<file path="config.mk">
export PLATFORM = sky130hd
export DESIGN_NAME = nmea_sentence_classifier_unit_flat
export DESIGN_NICKNAME = d
export VERILOG_FILES = /design/src/rtl/nmea_cls_pkg.sv /design/src/rtl/nmea_cls_in_if.sv /design/src/rtl/nmea_cls_out_if.sv /design/src/rtl/nmea_cls_kind_match.sv /design/src/rtl/nmea_sentence_classifier_unit.sv /design/src/flat_wrapper.sv
export SDC_FILE = /design/constraint.sdc
export NUM_CORES = 1
export LEC_CHECK = 0
export BUFFER_PORTS_ARGS = -buffer_cell sky130_fd_sc_hd__buf_2
export CAP_MARGIN = 25
export CORE_AREA = 2 2 120 133
export CTS_CLUSTER_DIAMETER = 120
export CTS_CLUSTER_SIZE = 16
export DETAILED_ROUTE_END_ITERATION = 10
export DIE_AREA = 0 0 122 135
export GPL_TIMING_DRIVEN = 0
export PLACE_DENSITY = 0.79
export SLEW_MARGIN = 0
export SYNTH_ARGS = -nofsm -noshare
export SYNTH_HDL_FRONTEND = slang
export SYNTH_SLANG_ARGS = --single-unit
export TNS_END_PERCENT = 30
</file>
<file path="constraint.sdc">
create_clock -name clk_i -period 6.3 [get_ports clk_i]
set_clock_uncertainty 0.2 [all_clocks]
set_input_delay 0.63 -clock clk_i [delete_from_list [all_inputs] [get_ports clk_i]]
set_output_delay 0.63 -clock clk_i [all_outputs]
set_load 0.01 [all_outputs]
</file>
<file path="src/rtl/nmea_cls_pkg.sv">
package nmea_cls_pkg;

  // Sentence buffer depth and the index width that can also hold the depth itself
  localparam int unsigned BufferSize = 128;
  localparam int unsigned IdxW       = $clog2(BufferSize + 1);

  // Field widths
  localparam int unsigned NumKinds = 19;
  localparam int unsigned KindW    = 5;
  localparam int unsigned CodeW    = 24;
  localparam int unsigned WIdxW    = 7;
  localparam int unsigned TmoW     = 16;

  // Characters that steer the parser
  localparam logic [7:0] ChDollar = 8'h24;
  localparam logic [7:0] ChG      = 8'h47;
  localparam logic [7:0] ChP      = 8'h50;

  localparam logic [TmoW-1:0] TimeoutRst = 16'd1000;

  // Packed three-letter talker codes, in type-number order:
  // BOD BWC GGA GLL GSA GSV HDT R00 RMA RMB RMC RTE TRF STN VBW VTG WPL XTE ZDA
  localparam logic [CodeW-1:0] KindCodes [NumKinds] = '{
    24'd4345668, 24'd4347715, 24'd4671297, 24'd4672588, 24'd4674369,
    24'd4674390, 24'd4736084, 24'd5386288, 24'd5393729, 24'd5393730,
    24'd5393731, 24'd5395525, 24'd5526086, 24'd5461070, 24'd5653079,
    24'd5657671, 24'd5722188, 24'd5788741, 24'd5915713
  };

  // Parser phases
  typedef enum logic [6:0] {
    PhIdle  = 7'b0000001,
    PhWaitG = 7'b0000010,
    PhWaitP = 7'b0000100,
    PhCode1 = 7'b0001000,
    PhCode2 = 7'b0010000,
    PhCode3 = 7'b0100000,
    PhStore = 7'b1000000
  } phase_e;

  // Lookup result of the talker code table
  typedef struct packed {
    logic             hit;
    logic [KindW-1:0] kind;
  } kind_match_t;

  // One result word
  typedef struct packed {
    logic                write_valid;
    logic [KindW-1:0]    sentence_kind;
    logic [WIdxW-1:0]    write_index;
    logic [7:0]          write_data;
    logic                frame_done;
    logic [NumKinds-1:0] update_mask;
    logic                type_error;
  } result_t;

endpackage

</file>
<file path="src/rtl/nmea_cls_in_if.sv">
interface nmea_cls_in_if;
  logic       valid;
  logic       ready;
  logic       mode;
  logic [7:0] rx_byte;

  modport source (output valid, output mode, output rx_byte, input ready);
  modport sink   (input valid, input mode, input rx_byte, output ready);
endinterface

</file>
<file path="src/rtl/nmea_cls_out_if.sv">
interface nmea_cls_out_if;
  logic                                valid;
  logic                                ready;
  logic                                write_valid;
  logic [nmea_cls_pkg::KindW-1:0]      sentence_kind;
  logic [nmea_cls_pkg::WIdxW-1:0]      write_index;
  logic [7:0]                          write_data;
  logic                                frame_done;
  logic [nmea_cls_pkg::NumKinds-1:0]   update_mask;
  logic                                type_error;

  modport source (output valid, output write_valid, output sentence_kind, output write_index,
                  output write_data, output frame_done, output update_mask,
                  output type_error, input ready);
  modport sink   (input valid, input write_valid, input sentence_kind, input write_index,
                  input write_data, input frame_done, input update_mask,
                  input type_error, output ready);
endinterface

</file>
<file path="src/rtl/nmea_cls_kind_match.sv">
module nmea_cls_kind_match (
  input  logic [nmea_cls_pkg::CodeW-1:0] code_i,
  output nmea_cls_pkg::kind_match_t      match_o
);

  // Parallel compare against every table entry; codes are distinct
  always_comb begin
    match_o = '0;
    for (int k = 0; k < nmea_cls_pkg::NumKinds; k++) begin
      if (code_i == nmea_cls_pkg::KindCodes[k]) begin
        match_o.hit  = 1'b1;
        match_o.kind = nmea_cls_pkg::KindW'(k);
      end
    end
  end

endmodule

</file>
<file path="src/rtl/nmea_sentence_classifier_unit.sv">
// NMEA sentence classifier.
// in_i carries one word per item: mode 0 is a received byte (rx_byte), mode 1 is
// one time tick. out_o returns exactly one result word per accepted item, in order.
// A '$' opens a sentence; after "GP" the next three bytes name the talker type,
// which is looked up in a 19-entry table. On a hit, later bytes come out as buffer writes
// (write_valid, sentence_kind, write_index, write_data). A tick that finds a
// sentence set pending and more than idle_timeout ticks of silence reports the
// collected update_mask with frame_done and clears the set.
// cfg_we_i / cfg_data_i write idle_timeout (reset value 1000); write it only
// while the block is idle.
// The result word is registered; a stalled output adds its wait.
// One item per cycle while the skid stage is empty; all decoding happens in the accept cycle,
// bounded by the talker table compare.
// An output register plus a one-word skid stage sit at the output: in_i.ready
// stays high while the receiver stalls until the skid stage fills, then drops
// until the receiver takes a word.
// Reset clears the parser to idle, empties both output stages and restores the
// timeout to its default.
module nmea_sentence_classifier_unit (
  input  logic                             clk_i,
  input  logic                             rst_ni,
  nmea_cls_in_if.sink                      in_i,
  nmea_cls_out_if.source                   out_o,
  input  logic                             cfg_we_i,
  input  logic [nmea_cls_pkg::TmoW-1:0]    cfg_data_i
);

  localparam int unsigned IdxW  = nmea_cls_pkg::IdxW;
  localparam int unsigned KindW = nmea_cls_pkg::KindW;
  localparam int unsigned MaskW = nmea_cls_pkg::NumKinds;
  localparam int unsigned TmoW  = nmea_cls_pkg::TmoW;

  // Parser state
  nmea_cls_pkg::phase_e phase_q, phase_d;
  logic [15:0]          code_q, code_d;
  logic [KindW-1:0]     kind_q, kind_d;
  logic [IdxW-1:0]      idx_q, idx_d;
  logic [MaskW-1:0]     mask_q, mask_d;
  logic                 err_q, err_d;
  logic                 pend_q, pend_d;
  logic [TmoW-1:0]      cnt_q, cnt_d;
  logic [TmoW-1:0]      tmo_q;

  // Output stages
  nmea_cls_pkg::result_t main_q, main_d, skid_q, skid_d, res;
  logic                  main_v_q, main_v_d, skid_v_q, skid_v_d;

  logic                      in_ready, acc, out_take, buf_full;
  logic [TmoW-1:0]           cnt_inc;
  nmea_cls_pkg::kind_match_t match;

  // Handshake
  assign in_ready   = !skid_v_q;
  assign in_i.ready = in_ready;
  assign acc        = in_i.valid && in_ready;
  assign out_take   = main_v_q && out_o.ready;

  // Talker table lookup on the full three-byte code
  nmea_cls_kind_match u_kind_match (
    .code_i  ({code_q, in_i.rx_byte}),
    .match_o (match)
  );

  assign cnt_inc  = (cnt_q == '1) ? cnt_q : cnt_q + TmoW'(1);
  assign buf_full = (idx_q >= IdxW'(nmea_cls_pkg::BufferSize));

  // Per-item decode: next state and result word
  always_comb begin
    phase_d = phase_q;
    code_d  = code_q;
    kind_d  = kind_q;
    idx_d   = idx_q;
    mask_d  = mask_q;
    err_d   = err_q;
    pend_d  = pend_q;
    cnt_d   = cnt_q;
    res            = '0;
    res.type_error = err_q;

    if (in_i.mode) begin
      // tick: saturating silence count, then timeout report
      cnt_d = cnt_inc;
      if (pend_q && (cnt_inc > tmo_q)) begin
        res.frame_done  = 1'b1;
        res.update_mask = mask_q;
        mask_d = '0;
        err_d  = 1'b0;
        idx_d  = '0;
        pend_d = 1'b0;
      end
    end else begin
      cnt_d = '0;
      if (!buf_full) begin
        if (in_i.rx_byte == nmea_cls_pkg::ChDollar) begin
          idx_d   = '0;
          pend_d  = 1'b1;
          phase_d = nmea_cls_pkg::PhWaitG;
        end else begin
          case (phase_q)
            nmea_cls_pkg::PhWaitG: begin
              if (in_i.rx_byte == nmea_cls_pkg::ChG) phase_d = nmea_cls_pkg::PhWaitP;
            end
            nmea_cls_pkg::PhWaitP: begin
              if (in_i.rx_byte == nmea_cls_pkg::ChP) phase_d = nmea_cls_pkg::PhCode1;
            end
            nmea_cls_pkg::PhCode1: begin
              code_d  = {in_i.rx_byte, 8'h00};
              phase_d = nmea_cls_pkg::PhCode2;
            end
            nmea_cls_pkg::PhCode2: begin
              code_d  = {code_q[15:8], in_i.rx_byte};
              phase_d = nmea_cls_pkg::PhCode3;
            end
            nmea_cls_pkg::PhCode3: begin
              if (match.hit) begin
                kind_d  = match.kind;
                mask_d  = mask_q | (MaskW'(1) << match.kind);
                phase_d = nmea_cls_pkg::PhStore;
              end else begin
                err_d          = 1'b1;
                res.type_error = 1'b1;
                phase_d        = nmea_cls_pkg::PhIdle;
              end
            end
            nmea_cls_pkg::PhStore: begin
              res.write_valid   = 1'b1;
              res.sentence_kind = kind_q;
              res.write_index   = nmea_cls_pkg::WIdxW'(idx_q);
              res.write_data    = in_i.rx_byte;
              idx_d             = idx_q + IdxW'(1);
            end
            default: begin
              phase_d = nmea_cls_pkg::PhIdle;
            end
          endcase
        end
      end
    end
  end

  // Parser state and config register
  always_ff @(posedge clk_i or negedge rst_ni) begin
    if (!rst_ni) begin
      phase_q <= nmea_cls_pkg::PhIdle;
      code_q  <= '0;
      kind_q  <= '0;
      idx_q   <= '0;
      mask_q  <= '0;
      err_q   <= 1'b0;
      pend_q  <= 1'b0;
      cnt_q   <= '0;
      tmo_q   <= nmea_cls_pkg::TimeoutRst;
    end else begin
      if (acc) begin
        phase_q <= phase_d;
        code_q  <= code_d;
        kind_q  <= kind_d;
        idx_q   <= idx_d;
        mask_q  <= mask_d;
        err_q   <= err_d;
        pend_q  <= pend_d;
        cnt_q   <= cnt_d;
      end
      if (cfg_we_i) tmo_q <= cfg_data_i;
    end
  end

  // Output register with skid stage
  always_comb begin
    main_v_d = main_v_q;
    main_d   = main_q;
    skid_v_d = skid_v_q;
    skid_d   = skid_q;
    if (out_take) begin
      if (skid_v_q) begin
        main_d   = skid_q;
        skid_v_d = 1'b0;
      end else if (acc) begin
        main_d = res;
      end else begin
        main_v_d = 1'b0;
      end
    end else if (acc) begin
      if (main_v_q) begin
        skid_v_d = 1'b1;
        skid_d   = res;
      end else begin
        main_v_d = 1'b1;
        main_d   = res;
      end
    end
  end

  always_ff @(posedge clk_i or negedge rst_ni) begin
    if (!rst_ni) begin
      main_v_q <= 1'b0;
      skid_v_q <= 1'b0;
    end else begin
      main_v_q <= main_v_d;
      skid_v_q <= skid_v_d;
    end
  end

  always_ff @(posedge clk_i) begin
    main_q <= main_d;
    skid_q <= skid_d;
  end

  // Result word to the port
  assign out_o.valid         = main_v_q;
  assign out_o.write_valid   = main_q.write_valid;
  assign out_o.sentence_kind = main_q.sentence_kind;
  assign out_o.write_index   = main_q.write_index;
  assign out_o.write_data    = main_q.write_data;
  assign out_o.frame_done    = main_q.frame_done;
  assign out_o.update_mask   = main_q.update_mask;
  assign out_o.type_error    = main_q.type_error;

`ifndef SYNTH
  // skid stage only fills behind a held main word
  a_skid_behind_main: assert property (@(posedge clk_i) disable iff (!rst_ni)
    skid_v_q |-> main_v_q)
    else $error("skid word held without main word");

  // a report word never carries a buffer write
  a_report_no_write: assert property (@(posedge clk_i) disable iff (!rst_ni)
    (out_o.valid && out_o.frame_done) |-> !out_o.write_valid)
    else $error("report word also carries a write");

  // a report clears the collected set
  a_report_clears: assert property (@(posedge clk_i) disable iff (!rst_ni)
    (acc && res.frame_done) |=> (!pend_q && mask_q == '0 && !err_q && idx_q == '0))
    else $error("report left state behind");

  // write index never runs past the buffer
  a_idx_bound: assert property (@(posedge clk_i) disable iff (!rst_ni)
    idx_q <= IdxW'(nmea_cls_pkg::BufferSize))
    else $error("write index beyond buffer");
`endif

endmodule
</file>
<file path="src/flat_wrapper.sv">
// flat-port wrapper written by rule: the top's interface ports become plain ports
module nmea_sentence_classifier_unit_flat 
  (clk_i, rst_ni, cfg_we_i, cfg_data_i, in_i_valid, in_i_mode, in_i_rx_byte, in_i_ready, out_o_valid, out_o_write_valid, out_o_sentence_kind, out_o_write_index, out_o_write_data, out_o_frame_done, out_o_update_mask, out_o_type_error, out_o_ready);
  nmea_cls_in_if in_i_i ();
  nmea_cls_out_if out_o_i ();
  input  logic clk_i;
  input  logic rst_ni;
  input  logic cfg_we_i;
  input  logic [nmea_cls_pkg::TmoW-1:0] cfg_data_i;
  input wire logic [$bits(in_i_i.valid)-1:0] in_i_valid;
  input wire logic [$bits(in_i_i.mode)-1:0] in_i_mode;
  input wire logic [$bits(in_i_i.rx_byte)-1:0] in_i_rx_byte;
  output wire logic [$bits(in_i_i.ready)-1:0] in_i_ready;
  output wire logic [$bits(out_o_i.valid)-1:0] out_o_valid;
  output wire logic [$bits(out_o_i.write_valid)-1:0] out_o_write_valid;
  output wire logic [$bits(out_o_i.sentence_kind)-1:0] out_o_sentence_kind;
  output wire logic [$bits(out_o_i.write_index)-1:0] out_o_write_index;
  output wire logic [$bits(out_o_i.write_data)-1:0] out_o_write_data;
  output wire logic [$bits(out_o_i.frame_done)-1:0] out_o_frame_done;
  output wire logic [$bits(out_o_i.update_mask)-1:0] out_o_update_mask;
  output wire logic [$bits(out_o_i.type_error)-1:0] out_o_type_error;
  input wire logic [$bits(out_o_i.ready)-1:0] out_o_ready;
  assign in_i_i.valid = in_i_valid;
  assign in_i_i.mode = in_i_mode;
  assign in_i_i.rx_byte = in_i_rx_byte;
  assign in_i_ready = in_i_i.ready;
  assign out_o_valid = out_o_i.valid;
  assign out_o_write_valid = out_o_i.write_valid;
  assign out_o_sentence_kind = out_o_i.sentence_kind;
  assign out_o_write_index = out_o_i.write_index;
  assign out_o_write_data = out_o_i.write_data;
  assign out_o_frame_done = out_o_i.frame_done;
  assign out_o_update_mask = out_o_i.update_mask;
  assign out_o_type_error = out_o_i.type_error;
  assign out_o_i.ready = out_o_ready;
  nmea_sentence_classifier_unit u_core (.clk_i(clk_i), .rst_ni(rst_ni), .in_i(in_i_i), .out_o(out_o_i), .cfg_we_i(cfg_we_i), .cfg_data_i(cfg_data_i));
endmodule
</file>
==> impl_results.rst, run 1 <==
.. list-table::
   :header-rows: 1

   * - Metric
     - Value
   * - Final Critical Period
     - 5842 ps
   * - Initial drt markers
     - 590
   * - Post-detailed-route via-to-cell ratio
     - 6.105
   * - Setup total negative slack
     - 0 ps
   * - Area growth, synth to finish
     - 14.95%
   * - Ratio of cells with drive above 1 in the final layout
     - 20.91%
   * - Final Cycle Share
     - 92.73%
   * - Kind of start point of the critical path
     - register
   * - Number of global-route vias before repair
     - 6465
   * - Critical path peak fanout
     - 9
   * - Total of max-cap violations
     - 0
   * - Total via count in the routed design
     - 6862
   * - Worst min path class
     - in -> reg
   * - Count of boundary I/O pins
     - 74
   * - H-tree level count
     - 4
   * - RD Place Congestion
     - 0.8967
   * - GRT overflow
     - 0
   * - Die outline area
     - 16470 um^2
   * - Power density over cell area
     - 311.1 nW/um^2
   * - Wire length of the first global-routing pass
     - 34160 um
   * - Max Transition Viols Final
     - 0
   * - Area fraction in compound gates after synthesis
     - 11.68%
   * - Multiplexer fraction of the synthesized cell area
     - 6.310%
   * - CTS Buffer Depth
     - 2
   * - Clock insertion delay at the later pin of the skew report
     - 440 ps
   * - Path type of the worst setup path
     - reg -> reg
   * - Result of the run
     - completed
   * - Mapped cell area
     - 8904 um^2
   * - Y dimension of the die
     - 135 um
   * - Async set-reset flop share out of synthesis
     - 52.00%
   * - Hold Fails Final Rpt
     - 0
   * - Worst ir drop on vdd
     - 0.2153 mV
   * - Multi-input gate area
     - 3855 um^2
   * - Setup WS post-layout
     - 458.1 ps
   * - Final setup fails
     - 0
   * - Synth Net Count
     - 868
   * - Initial core utilization
     - 59.37%
   * - Antenna violations before repair
     - 0
   * - Main combinational cell family by area after synthesis
     - simple AND/OR/NAND/NOR gates
   * - Critical Path Slowest Stage Cell
     - sky130_fd_sc_hd__o311ai_0
   * - Series of cell instances along the critical path
     - clkbuf_1 -> and4_1 -> nand4_1 -> nor3_1 -> nand4_1 -> nand3_1 -> nor2_1 -> xor2_1 -> ha_1 -> and4_1 -> a2111oi_1 -> nor2_1 -> o311ai_0 -> nand2_1 -> or3_1 -> o21ai_0
   * - Die Span X
     - 122 um
   * - Flip-flop and latch count after synthesis
     - 175
   * - Synth Flop Type
     - sky130_fd_sc_hd__edfxtp_1
   * - Antenna fix cells
     - 0
   * - Place WS
     - 401.9 ps
   * - Unrepaired setup endpoints after global routing
     - no
   * - Remaining antenna violation count
     - 0
   * - EDFF count, synth
     - 84
   * - Crit path largest cell delay
     - 820 ps
   * - First-pass detailed-route iteration total
     - 5
   * - Relative slew slack
     - 35.15%
   * - Core footprint
     - 15000 um^2
   * - Number of different library cells in the post-synthesis netlist
     - 72
   * - Clock buffers created by TritonCTS
     - 17
   * - Fraction of the yosys area taken by sequential cells
     - 54.01%
   * - TritonCTS clock tree
     - done
   * - Seq. cell area
     - 4808 um^2
   * - Crit path capture type
     - register
   * - Mean area per synthesized cell
     - 10.87 um^2
   * - Worst-Margin Slew
     - 960.6 ps
   * - Clock transition time at the flip-flop clock pins of the worst setup and hold paths
     - 70 ps
   * - Crit path required time
     - 6450 ps
   * - Number of placement rows
     - 47
   * - Synth Area in Adders
     - 2.670%
   * - Synthesized-area fraction occupied by and/or/nand/nor cells
     - 20.85%
   * - GRT Total Usage
     - 26.92%
   * - Leakage power of the design
     - 0.004262 uW
   * - Placed wire-length estimate
     - 15040 um
   * - CTS Root Cell
     - sky130_fd_sc_hd__clkbuf_16
   * - Number of instances in the synthesized netlist
     - 819
   * - Timing-limited maximum frequency
     - 171.2 MHz
   * - TritonCTS Sinks
     - 175
   * - Data arrival time of the critical path
     - 5990 ps
   * - Post-detailed-routing wire length
     - 21230 um
   * - CP top delay family
     - simple AND/OR/NAND/NOR gates
   * - Number of remaining DRC errors
     - 0
   * - Yosys warns
     - 0
   * - Synthesized-area fraction occupied by xor and xnor cells
     - 1.476%
   * - Detailed-route wire length per cell
     - 18.89 um
   * - Largest net degree at the start of global routing
     - 59
   * - Port Buffer Count
     - 72
   * - Number of nets in the layout
     - 964
   * - Buffers plus inverters on the worst setup path
     - 1
   * - Fill cells
     - 1135
-- worst register-to-register path, stage by stage (launching register included) --
cell and delay [ps]:
sky130_fd_sc_hd__dfrtp_1 340, sky130_fd_sc_hd__clkbuf_1 320, sky130_fd_sc_hd__and4_1 340, sky130_fd_sc_hd__nand4_1 230, sky130_fd_sc_hd__nor3_1 540, sky130_fd_sc_hd__nand4_1 390
sky130_fd_sc_hd__nand3_1 230, sky130_fd_sc_hd__nor2_1 80, sky130_fd_sc_hd__xor2_1 170, sky130_fd_sc_hd__ha_1 210, sky130_fd_sc_hd__and4_1 190, sky130_fd_sc_hd__a2111oi_1 580
sky130_fd_sc_hd__nor2_1 150, sky130_fd_sc_hd__o311ai_0 820, sky130_fd_sc_hd__nand2_1 280, sky130_fd_sc_hd__or3_1 500, sky130_fd_sc_hd__o21ai_0 180
-- metal layers --
metal / global-route usage (%) / up-vias / routed length, um
li1: - / 3237 / -
met1: 38.83 / 3358 / 9849
met2: 41.81 / 233 / 9919
met3: 4.476 / 34 / 1071
met4: 8.876 / 0 / 387
met5: 0 / - / 0
-- layout make-up --
| class | count | share of cell area, % |
|---|---|---|
| buffer | 38 | 1.479 |
| clock buffer | 19 | 4.535 |
| clock inverter | 13 | 1.430 |
| inverter | 31 | 1.137 |
| multi-input combinational | 575 | 37.67 |
| sequential | 175 | 46.98 |
| tap | 196 | 2.396 |
| timing repair buffer | 77 | 4.377 |
-- cell usage after synthesis (6+ instances only) --
master | count | area share [%]
sky130_fd_sc_hd__nand2_1 | 91 | 3.8
sky130_fd_sc_hd__dfrtp_1 | 84 | 24
sky130_fd_sc_hd__edfxtp_1 | 84 | 28
sky130_fd_sc_hd__nor2_1 | 53 | 2.2
sky130_fd_sc_hd__mux2_2 | 49 | 6.2
sky130_fd_sc_hd__o21ai_0 | 44 | 2.5
sky130_fd_sc_hd__and2_1 | 38 | 2.7
sky130_fd_sc_hd__nand3_1 | 35 | 2.0
sky130_fd_sc_hd__inv_1 | 31 | 1.3
sky130_fd_sc_hd__clkbuf_1 | 29 | 1.2
sky130_fd_sc_hd__a21oi_1 | 22 | 1.2
sky130_fd_sc_hd__nor3_1 | 21 | 1.2
sky130_fd_sc_hd__nor4_1 | 21 | 1.5
sky130_fd_sc_hd__ha_1 | 19 | 2.7
sky130_fd_sc_hd__a22o_1 | 15 | 1.5
sky130_fd_sc_hd__o31ai_1 | 10 | 0.84
sky130_fd_sc_hd__xnor2_1 | 10 | 0.98
sky130_fd_sc_hd__nand4_1 | 8 | 0.56
sky130_fd_sc_hd__or4bb_1 | 8 | 1.0
sky130_fd_sc_hd__buf_2 | 7 | 0.39
sky130_fd_sc_hd__dfstp_2 | 7 | 2.1
sky130_fd_sc_hd__nand2b_1 | 7 | 0.49
sky130_fd_sc_hd__a32oi_1 | 6 | 0.59
sky130_fd_sc_hd__or4_1 | 6 | 0.51
-- state kept, by name, indices dropped and copies added (netlist names), 8 cells and up --
| name | count |
|---|---|
| u_core.cnt_q | 16 |
| u_core.code_q | 16 |
| u_core.idx_q | 8 |
| u_core.mask_q | 19 |
| u_core.out_o.update_mask | 19 |
| u_core.out_o.write_data | 8 |
| u_core.skid_q | 42 |
| u_core.tmo_q | 16 |
-- report_power, final --
group	total, uW	switching, uW	internal [uW]
Clock	1090	468	626
Combinational	605	374	230
Sequential	1490	76.7	1410
Total	3180	919	2260
-- path summary, 6_finish.rpt --
check | cells after the start | to | start | slack (ps)
hold reg to reg | 2 | u_core.mask_q[17] | u_core.mask_q[17] | 280
min in group asynchronous | 2 | u_core.tmo_q[1] | rst_ni | 480
setup reg to reg | 16 | u_core.mask_q[10] | u_core.cnt_q[3] | 460
hold / removal | 2 | u_core.skid_v_q | out_o_ready | 190
max in group asynchronous | 3 | u_core.phase_q[0] | rst_ni | 4740
setup / recovery | 16 | u_core.mask_q[10] | u_core.cnt_q[3] | 460
-- cell families (layout without fill, tap and decap cells) --
| family | Yosys count | count (layout) |
|---|---|---|
| compound gates | 150 | 150 |
| flops | 175 | 175 |
| buf+inv | 69 | 178 |
| xor+xnor | 15 | 15 |
| mux | 50 | 50 |
| simple gates | 341 | 341 |
| fa+ha+maj | 19 | 19 |
-- per-stage QoR --
step / utilization (%) / total power [uW] / hold WS, ps / cell area [um^2] / instances
after detailed placement: 63.96 / 2109 / 267.7 / 9592 / 1090
final: 68.25 / 3184 / 188.1 / 10230 / 1124
after CTS: 68.10 / 3203 / 178.3 / 10210 / 1123
after global placement: 63.41 / 2076 / 252.8 / 9509 / 1087
after global routing: 68.25 / 3319 / 188.1 / 10230 / 1124
after floorplan: - / 1859 / 134.4 / 8904 / 819
-- repair_timing --
item                                    in CTS  in global routing
buffers inserted                             0                  0
gates resized for setup                      0                  3
endpoints found under the setup margin       0                 59
hold buffers                                 1                  0
endpoints found under the hold margin       29                  0
-- placed cells by master (no fill, tap or decap), types with 5 or more instances in the layout --
cell and count:
sky130_fd_sc_hd__nand2_1 91, sky130_fd_sc_hd__dfrtp_1 84, sky130_fd_sc_hd__edfxtp_1 84, sky130_fd_sc_hd__buf_2 78
sky130_fd_sc_hd__nor2_1 53, sky130_fd_sc_hd__mux2_2 49, sky130_fd_sc_hd__o21ai_0 44, sky130_fd_sc_hd__and2_1 38
sky130_fd_sc_hd__nand3_1 35, sky130_fd_sc_hd__inv_1 31, sky130_fd_sc_hd__clkbuf_1 29, sky130_fd_sc_hd__nor3_1 21
sky130_fd_sc_hd__a21oi_1 21, sky130_fd_sc_hd__nor4_1 20, sky130_fd_sc_hd__ha_1 19, sky130_fd_sc_hd__clkbuf_16 18
sky130_fd_sc_hd__a22o_1 15, sky130_fd_sc_hd__xnor2_1 10, sky130_fd_sc_hd__o31ai_1 10, sky130_fd_sc_hd__nand4_1 8
sky130_fd_sc_hd__or4bb_1 8, sky130_fd_sc_hd__nand2b_1 7, sky130_fd_sc_hd__dfstp_2 7, sky130_fd_sc_hd__or4_1 6
sky130_fd_sc_hd__a32oi_1 6, sky130_fd_sc_hd__and4_1 5, sky130_fd_sc_hd__xor2_1 5, sky130_fd_sc_hd__o21a_1 5
sky130_fd_sc_hd__nor2b_1 5, sky130_fd_sc_hd__a31oi_1 5, sky130_fd_sc_hd__a21o_1 5, sky130_fd_sc_hd__inv_6 5
Power figures use the tool's default switching activity.
==> inputs of run 2 (changes only) <==
--- a/config.mk
+++ b/config.mk
@@ -14,6 +14,7 @@
 export DIE_AREA = 0 0 122 135
 export GPL_TIMING_DRIVEN = 0
 export PLACE_DENSITY = 0.79
+export REMOVE_ABC_BUFFERS = 1
 export SLEW_MARGIN = 0
 export SYNTH_ARGS = -nofsm -noshare
 export SYNTH_HDL_FRONTEND = slang
==> run 2 against run 1 <==
Cell area fell by 1.5%. Critical endpoint is now u_core.out_o.update_mask[13]. Cell count fell by 3.1%. Highest routed layer unchanged. Core utilization fell by 1.0 points. Non-clock buffer count fell by 34. Sequential power barely moved. Die area did not move. Critical path type unchanged. Clock power fell by 6%. Flip-flop and latch count did not move. Worst setup slack improved by 170 ps. Power fell by 2.4%. Largest power group unchanged. Fmax rose by 3.0%.
==> impl_results.rst, run 2 (same netlist as run 1, synthesis figures left out) <==
.. list-table::
   :header-rows: 1

   * - Metric
     - Value
   * - Result of the run
     - completed
   * - CP top delay family
     - simple AND/OR/NAND/NOR gates
   * - Largest net degree at the start of global routing
     - 57
   * - Initial core utilization
     - 59.37%
   * - Most frequent cells in the layout
     - sky130_fd_sc_hd__nand2_1 (91), sky130_fd_sc_hd__dfrtp_1 (84), sky130_fd_sc_hd__edfxtp_1 (84)
   * - Critical path origin
     - u_core.cnt_q[3]
   * - Post-detailed-routing wire length
     - 19510 um
   * - Port Buffer Count
     - 73
   * - Total via count in the routed design
     - 6654
   * - Critical Path Slowest Stage Cell
     - sky130_fd_sc_hd__o311ai_1
   * - Max Transition Viols Final
     - 0
   * - Antenna fix cells
     - 0
   * - Y dimension of the die
     - 135 um
   * - Timing-limited maximum frequency
     - 176.4 MHz
   * - Crit path required time
     - 6280 ps
   * - Final setup fails
     - 0
   * - Crit path capture type
     - register
   * - Die outline area
     - 16470 um^2
   * - Count of instances resized after the clock tree is built
     - 0
   * - Remaining antenna violation count
     - 0
   * - CTS Root Cell
     - sky130_fd_sc_hd__clkbuf_16
   * - Clock insertion delay at the later pin of the skew report
     - 430 ps
   * - Worst-case hold slack
     - 204.4 ps
   * - Startpoint of the lowest-slack register-to-register path
     - u_core.cnt_q[3]
   * - Power density over cell area
     - 308.3 nW/um^2
   * - GRT Total Usage
     - 25.04%
   * - Leakage power of the design
     - 0.004200 uW
   * - Hold Fails Final Rpt
     - 0
   * - Switching Fraction
     - 28.43%
   * - Path type of the worst setup path
     - reg -> reg
   * - First-pass detailed-route iteration total
     - 6
   * - Core footprint
     - 15000 um^2
   * - H-tree level count
     - 4
   * - Total net switching power
     - 883.7 uW
   * - Number of placement rows
     - 47
   * - Portion of total power attributed to combinational logic
     - 18.8%
   * - Ratio of cells with drive above 1 in the final layout
     - 20.94%
   * - Series of cell instances along the critical path
     - and4_1 -> nand4_1 -> nor3_1 -> nand4_1 -> nand3_1 -> nor2_1 -> xor2_1 -> ha_1 -> and4_1 -> a2111oi_0 -> nor2_1 -> o311ai_1 -> inv_1 -> and2_1 -> mux2_2
   * - Number of flip-flops in the largest register
     - 42
   * - Number of global-route vias before repair
     - 6402
   * - Register name with the most flops
     - u_core.skid_q
   * - Detailed-route wire length per cell
     - 17.92 um
   * - Clock buffers created by TritonCTS
     - 17
   * - Buffers plus inverters on the worst setup path
     - 1
   * - Number of hold buffers added after cts
     - 1
   * - Most frequent standard cell in the layout excluding fill and tap cells
     - sky130_fd_sc_hd__nand2_1
   * - Total of max-cap violations
     - 0
   * - Part of the total power dissipated in the clock network
     - 33.2%
   * - Initial drt markers
     - 676
   * - CTS Buffer Depth
     - 2
   * - Clock transition time at the flip-flop clock pins of the worst setup and hold paths
     - 70 ps
   * - TritonCTS Sinks
     - 175
   * - Wire length of the first global-routing pass
     - 32110 um
   * - RD Place Congestion
     - 1.006
   * - Relative slew slack
     - 27.47%
   * - Startpoint of the tightest hold check path
     - cfg_data_i[1]
   * - Number of nets in the layout
     - 930
   * - Crit path largest cell delay
     - 670 ps
   * - Placed wire-length estimate
     - 13840 um
   * - Worst min path class
     - in -> reg
   * - Share of total power in sequential cells
     - 48.0%
   * - P_int
     - 2225 uW
   * - Core utilization of the finished layout
     - 67.24%
   * - Critical path peak fanout
     - 22
   * - Number of remaining DRC errors
     - 0
   * - Worst-Margin Slew
     - 1079 ps
   * - Unrepaired setup endpoints after global routing
     - no
   * - TritonCTS clock tree
     - done
   * - Final Critical Period
     - 5670 ps
   * - Worst ir drop on vdd
     - 0.1771 mV
   * - Count of boundary I/O pins
     - 74
   * - GRT overflow
     - 0
   * - Die Span X
     - 122 um
   * - Post-detailed-route via-to-cell ratio
     - 6.110
   * - Kind of start point of the critical path
     - register
   * - Antenna violations before repair
     - 0
   * - # Post-CTS Setup Buffers
     - 0
   * - Area growth, synth to finish
     - 13.25%
   * - Final Cycle Share
     - 90.01%
   * - Data arrival time of the critical path
     - 5650 ps
==> run 2: cell count changes in the layout (fill, tap and decap cells not counted), moves of 2 or more <==
cell	delta
sky130_fd_sc_hd__clkbuf_1	-27
sky130_fd_sc_hd__inv_6	-2
sky130_fd_sc_hd__buf_2	-6
sky130_fd_sc_hd__buf_1	-2
sky130_fd_sc_hd__clkinv_2	-2
sky130_fd_sc_hd__buf_4	+2
==> run 2: area by class of cell <==
type                       instances  area (um^2)
clock buffer                      19        432.9
clock inverter                    12        136.4
fill                            1165         4912
inverter                          31        116.4
multi-input combinational        575         3852
sequential                       175         4808
tap                              196        245.2
timing repair buffer              81        491.7
==> run 2: final timing paths <==
path / end / slack [ps] / cells after the start
worst max-delay path: u_core.out_o.update_mask[13] / 630 / 15
worst min-delay path: u_core.tmo_q[1] / 200 / 3
worst max register to register: u_core.out_o.update_mask[13] / 630 / 15
worst min register to register: u_core.mask_q[10] / 270 / 2
max in group asynchronous: u_core.phase_q[0] / 4710 / 3
min in group asynchronous: u_core.tmo_q[4] / 500 / 2
==> run 2: worst min-delay path, stage by stage <==
cell                      delay (ps)
sky130_fd_sc_hd__buf_2            70
sky130_fd_sc_hd__nand2_1          40
sky130_fd_sc_hd__o21ai_0          60
==> run 2: power groups by stage <==
stage / logic (uW) / registers [uW] / clock network (uW)
global route: 646 / 1510 / 1100
CTS: 592 / 1490 / 1050
global placement: 543 / 1510 / 0
detailed placement: 589 / 1510 / 0
finish: 585 / 1490 / 1030
floorplan: 288 / 1560 / 0
==> run 2: metrics by stage <==
step	area (um^2)	power, uW	worst slack [ps]	setup TNS [ps]	instances
global placement	9363	2055	-1605	-24590	1050
CTS	10080	3136	639.5	0	1089
global route	10080	3251	251.6	0	1089
finish	10080	3108	629.5	0	1089
detailed placement	9504	2102	715.2	0	1057
floorplan	8752	1852	241.1	0	781
==> run 2: layer usage <==
| metal | up-vias | GRT usage, % | share of wire [%] | wire length [um] |
|---|---|---|---|---|
| li1 | 3169 | - | - | - |
| met1 | 3229 | 34.16 | 44 | 8631 |
| met2 | 213 | 39.45 | 48 | 9312 |
| met3 | 43 | 5.152 | 5.4 | 1054 |
| met4 | 0 | 10.03 | 2.6 | 515 |
| met5 | - | 0 | 0 | 0 |
